**config.mk**
```make
export PLATFORM = sky130hd
export DESIGN_NAME = rti_mul
export DESIGN_NICKNAME = d
export VERILOG_FILES = /design/src/sv/rti_pkg.sv /design/src/sv/rti_mul.sv
export SDC_FILE = /design/constraint.sdc
export NUM_CORES = 2
export LEC_CHECK = 0
export BUFFER_PORTS_ARGS = -buffer_cell sky130_fd_sc_hd__buf_2
export CAP_MARGIN = 0
export CORE_MARGIN = 1.5
export CORE_UTILIZATION = 58
export CTS_CLUSTER_DIAMETER = 150
export DETAILED_ROUTE_END_ITERATION = 12
export GPL_TIMING_DRIVEN = 0
export PLACE_DENSITY = 0.85
export REMOVE_ABC_BUFFERS = 1
export SYNTH_ARGS = -nofsm -noshare
export SYNTH_HDL_FRONTEND = slang
export SYNTH_SLANG_ARGS = --single-unit
```
**constraint.sdc**
```tcl
create_clock -name clk_i -period 12.26 [get_ports clk_i]
set_input_delay 2.452 -clock clk_i [delete_from_list [all_inputs] [get_ports clk_i]]
set_output_delay 2.452 -clock clk_i [all_outputs]
set_load 0.01 [all_outputs]
```
**src/sv/rti_pkg.sv**
```systemverilog
package rti_pkg;

  localparam int COORD_WIDTH_DEF = 32;
  localparam int FRAC_BITS_DEF   = 16;

  // internal fixed-point word and full product width
  localparam int IW = 64;
  localparam int PW = 2 * IW;

  typedef logic signed [IW-1:0] s64_t;
  typedef logic signed [PW-1:0] s128_t;

  localparam s64_t SMAX = {1'b0, {(IW-1){1'b1}}};

  localparam logic CMD_LOAD = 1'b0;
  localparam logic CMD_TEST = 1'b1;

  localparam logic REG_DET_EPS = 1'b0;
  localparam logic REG_T_EPS   = 1'b1;

  localparam int EPS_W = 16;

  // saturate to the symmetric range
  function automatic s64_t sat_add(s64_t a, s64_t b);
    logic signed [IW:0] s;
    s = (IW+1)'(a) + (IW+1)'(b);
    if (s > (IW+1)'(SMAX)) return SMAX;
    if (s < -(IW+1)'(SMAX)) return -SMAX;
    return IW'(s);
  endfunction

  function automatic s64_t sat_sub(s64_t a, s64_t b);
    return sat_add(a, -b);
  endfunction

  // floor shift of the exact product, then saturate
  function automatic s64_t mulq_sat(s128_t p, int unsigned frac);
    s128_t sh;
    sh = p >>> frac;
    if (sh > PW'(SMAX)) return SMAX;
    if (sh < -PW'(SMAX)) return -SMAX;
    return IW'(sh);
  endfunction

endpackage

```
**src/sv/rti_mul.sv**
```systemverilog
module rti_mul import rti_pkg::*; #(
  parameter int AW = 32,
  parameter int BW = 32
) (
  input  logic                 clk_i,
  input  logic [1:0]           en_i,
  input  logic signed [AW-1:0] a_i,
  input  logic signed [BW-1:0] b_i,
  output s128_t                p_o
);

  localparam int HW = IW / 2;

  s64_t a64, b64;
  logic signed [HW-1:0] ah, bh;
  logic signed [HW:0]   al, bl;

  logic signed [2*HW-1:0] hh_q;
  logic signed [2*HW:0]   hl_q, lh_q;
  logic signed [2*HW+1:0] ll_q;
  s128_t                  p_q;

  assign a64 = IW'(a_i);
  assign b64 = IW'(b_i);
  assign ah  = a64[IW-1:HW];
  assign bh  = b64[IW-1:HW];
  assign al  = {1'b0, a64[HW-1:0]};
  assign bl  = {1'b0, b64[HW-1:0]};

  // four half-width partial products, then one weighted sum
  always_ff @(posedge clk_i) begin
    if (en_i[0]) begin
      hh_q <= ah * bh;
      hl_q <= ah * bl;
      lh_q <= al * bh;
      ll_q <= al * bl;
    end
    if (en_i[1]) begin
      p_q <= (PW'(hh_q) <<< IW) + (PW'(hl_q) <<< HW) + (PW'(lh_q) <<< HW) + PW'(ll_q);
    end
  end

  assign p_o = p_q;

endmodule

```
Word-level counts from Yosys, hierarchy flattened
Cells that the tools add are included.
{"block": "op_classes", "multipliers": 4, "addsub": 3}
{"cell": "128-bit by 66-bit adder with 128-bit output", "n": 2}
{"cell": "128-bit by 65-bit adder with 128-bit output", "n": 1}
{"cell": "32-bit by 32-bit multiplier with 64-bit output", "n": 1}
{"cell": "1-bit by 33-bit multiplier with 34-bit output", "n": 1}
{"cell": "33-bit by 1-bit multiplier with 34-bit output", "n": 1}
{"cell": "1-bit by 1-bit multiplier with 2-bit output", "n": 1}
{"block": "word_totals", "word_cells": 12, "out_inout_bits": 128, "reg_bits": 324, "inputBits": 67}

Depth between registers and ports, before layout
{"block": "depth", "depth_word": 3, "depth_mapped": 30, "ltp_nobuf": 27}

Worst setup path after synthesis
Ideal clock, no wire load.
{"block": "synth_timing", "path_type": "input port to flip-flop", "from": "input port a_i[31]", "to": "register ll_q[54], data pin", "slack_ns": 2.504, "setup_ns": 0.260, "t_arrival_ns": 9.496, "path_stages": 26, "required_time_ns": 12.000, "path_buffers": 3, "cell_sequence": "buf_2 -> clkbuf_1 -> clkbuf_1 -> nand2_1 -> fa_1 -> inv_1 -> fa_1 -> fa_1 -> inv_1 -> fa_1 -> inv_1 -> fa_1 -> fa_1 -> fa_1 -> inv_1 -> fa_1 -> inv_1 -> ha_1 -> and3_1 -> nand2_1 -> a2111oi_0 -> o21ai_0 -> o21a_1 -> or2_2 -> o31a_1 -> xnor2_1"}
{"block": "synth_between", "elab_chain_len": 1}
{"item": "start: declaration", "line_no": "rti_mul.sv:7", "rtl": "input logic signed [AW-1:0] a_i,"}
{"item": "32-bit by 32-bit multiplier with 64-bit output", "line_no": "rti_mul.sv:36", "rtl": "ll_q <= al * bl;"}
{"item": "end signal: assignment", "line_no": "rti_mul.sv:36"}
{"item": "end: declaration", "line_no": "rti_mul.sv:20", "rtl": "logic signed [2*HW+1:0] ll_q;"}
Every way passes these cells.
A chain may end at the register's enable or synchronous reset.

Final worst setup path
{"block": "layout_timing", "from": "input port b_i[31]", "to": "register ll_q[62], data pin"}
{"block": "layout_between", "elab_chain_len": 1}
{"item": "start: declaration", "line_no": "rti_mul.sv:8", "rtl": "input logic signed [BW-1:0] b_i,"}
{"item": "32-bit by 32-bit multiplier with 64-bit output", "line_no": "rti_mul.sv:36"}
Every way passes these cells.

==> flow_metrics.env <==
export IMPL_synthTopCellsByCount="inv_1, fa_1, and2_1"
export IMPL_cap_violations=0
export IMPL_gp_congestion=0.954
export IMPL_cp_required_ps=12550
export IMPL_cp_end_kind="flop"
export IMPL_n_fill_cell=6157
export IMPL_vias_per_cell=5.71
export IMPL_synth_flop_cell="edfxtp_1"
export IMPL_die_area_sq_um=81800
export IMPL_dieWidth_um=286
export IMPL_reg2reg_from="hl_q[16]$_DFFE_PP_"
export IMPL_crit_top_cell="fa_1"
export IMPL_dr_total_vias=32700
export IMPL_crit_buf_inv=5
export IMPL_portBuffers=194
export IMPL_clkLatencyLatePin_ps=570
export IMPL_firstDrtPassIters=5
export IMPL_setup_viol=0
export IMPL_clockBufferDepth=3
export IMPL_max_slew_margin=0.116
export IMPL_cp_arrival_ps=11020
export IMPL_cts_buffers=25
export IMPL_hold_start="ll_q[4]$_DFFE_PP_"
export IMPL_slowest_delay_ps=970
export IMPL_worstSetupStartpointType="primary input"
export IMPL_synth_top_area_share=0.401
export IMPL_crit_path_top_delay_cell="buf_2"
export IMPL_synthArstFlopShare=0
export IMPL_grt_ovfl_total=0
export IMPL_hold_violations=0
export IMPL_cp_top_family="adder cells"
export IMPL_area_growth_pct=4.63
export IMPL_worst_pin_slew_ps=1330
export IMPL_cts_tree="yes"
export IMPL_netlist_area_sq_um=46500
export IMPL_initial_core_util=0.587
export IMPL_grt_pass1_vias=35500
export IMPL_drcViolationCount=0
export IMPL_hpwl_mm=84.6
export IMPL_grt_start_max_net_pins=112
export IMPL_period_share=0.875
export IMPL_synth_cell_types=76
export IMPL_grt_antenna_before_repair=0
export IMPL_fin_crit_ps=10730
export IMPL_grt_pass1_wl_mm=186
export IMPL_synth_edf_count=262
export IMPL_cts_root_buf="clkbuf_16"
export IMPL_core_sq_um=79100
export IMPL_clkTransAtPathRegs_ps=60
export IMPL_rows=103
export IMPL_finClkSkew_ps=28.7
export IMPL_whs_ps=419
export IMPL_h_tree_depth=1
export IMPL_synth_top_area_cell="fa_1"
export IMPL_ys_top_cells_by_area="fa_1, edfxtp_1, and2_1, ha_1, inv_1"
export IMPL_grt_usage=0.289
export IMPL_routed_wl_mm=114
export IMPL_seq_area_frac_synth=0.169
export IMPL_boundaryPins=195
export IMPL_clock_sinks=262
export IMPL_finalSetupTns_ps=0
export IMPL_crit_type="primary input to flop"
export IMPL_rsz0062_at_grt="false"
export IMPL_status="finished clean"
export IMPL_final_max_slew_viol_count=0
export IMPL_ctsHoldBuffers=0
export IMPL_die_h_um=286
export IMPL_nets=5953
export IMPL_avgSynthCellArea_sq_um=9.81
export IMPL_layout_drive_gt1_share=0.0565
export IMPL_synthCells=4736
export IMPL_hp_class="flop to flop"
export IMPL_path_cells="buf_2 -> and2_1 -> inv_1 -> fa_1 -> fa_1 -> inv_1 -> fa_1 -> fa_1 -> fa_1 -> fa_1 -> fa_1 -> inv_1 -> fa_1 -> inv_1 -> ha_1 -> and3_1 -> nand2_1 -> a2111oi_0 -> o21ai_0 -> o21a_1 -> nor4b_1 -> nor4_1 -> nand3b_1"
export IMPL_drtIter0Drc=2552
export IMPL_ctsResizeCount=0
export IMPL_fmax_mhz=93.2
export IMPL_ant_nets=0
export IMPL_synth_most_common_cell="inv_1"
export IMPL_startpoint="b_i[31]"
export IMPL_post_cts_setup_buffers=0
export IMPL_wl_per_cell_um=20.0
export IMPL_ys_ff_latch=262
export IMPL_worstPathMaxFanout=73
export IMPL_synth_yosys_warnings=0
==> final cells by class <==
| class | count | area (sq um) | area share |
|---|---|---|---|
| tap | 1050 | 1310 | 0.0270 |
| clock buffer | 25 | 626 | 0.0129 |
| clock inverter | 19 | 244 | 0.00502 |
| antenna | 2 | 5.00 | 0.000103 |
| sequential | 262 | 7870 | 0.162 |
| inverter | 946 | 3550 | 0.0730 |
| multi-input combinational | 3220 | 33900 | 0.697 |
| timing repair buffer | 201 | 1120 | 0.0231 |
==> path summary, 6_finish.rpt <==
path	to	slack, ps	cells after the start
max	ll_q[62]$_DFFE_PP_	1530	23
min	p_o[4]$_DFFE_PP_	420	0
max reg2reg	p_o[104]$_DFFE_PP_	8190	12
min reg2reg	p_o[4]$_DFFE_PP_	420	0
==> placed cells by master (no fill, tap or decap), types with 21 or more instances in the layout <==
cell,n
nand4_1,26
nand3_1,21
buf_2,191
a21o_1,65
and3_1,24
edfxtp_1,262
fa_1,931
nand2_1,527
nor2_1,71
o21ai_0,85
a32o_1,31
xor2_1,40
nand2b_1,29
nor3_1,35
and2_1,624
clkbuf_16,25
inv_1,946
a21oi_1,107
nor2b_1,27
ha_1,299
xnor2_1,97
==> registers in the layout, summed over array words and instances (netlist names) <==
name,cells
p_o,128
ll_q,64
hl_q,34
lh_q,34
hh_q,2
==> per-stage QoR <==
step                      worst slack, ps   util  area, sq um  instances
after floorplan                      3080      -        45300       4428
after global placement                988  0.601        47600       5672
after detailed placement              882  0.603        47700       5678
after CTS                            1410  0.614        48600       5722
after global routing                 1210  0.614        48600       5723
final                                1530  0.614        48600       5725
==> worst register-to-register path, delay by kind of cell (launching register included) <==
family / cells / cell delay [ps]
buf+inv: 1 / 210
simple gates: 3 / 730
fa+ha+maj: 2 / 970
compound gates: 6 / 1440
flops: 1 / 410
==> per-layer routing <==
metal  share of wire  wire, um  up-vias  track usage
li1                -         -    14200            -
met1            0.40     45800    16800        0.384
met2            0.49     55800     1458        0.489
met3           0.083      9480      258       0.0480
met4           0.029      3270        0       0.0839
met5               0         0        -            0
==> kinds of logic after synthesis <==
logic type | count (synthesis) | synth area share
DFF | 262 | 0.169
AOI/OAI and AO/OA | 400 | 0.0572
muxes | 1 | 0.000215
and+or+nand+nor | 1451 | 0.164
buffers and inverters | 1254 | 0.102
other | 1 | 0.0000807
adders and majority gates | 1230 | 0.482
xor gates and xnor gates | 137 | 0.0258
Power is left out: the tool's default activity adds up to more than one toggle a clock period on the data nets, which glitch-free logic cannot reach.
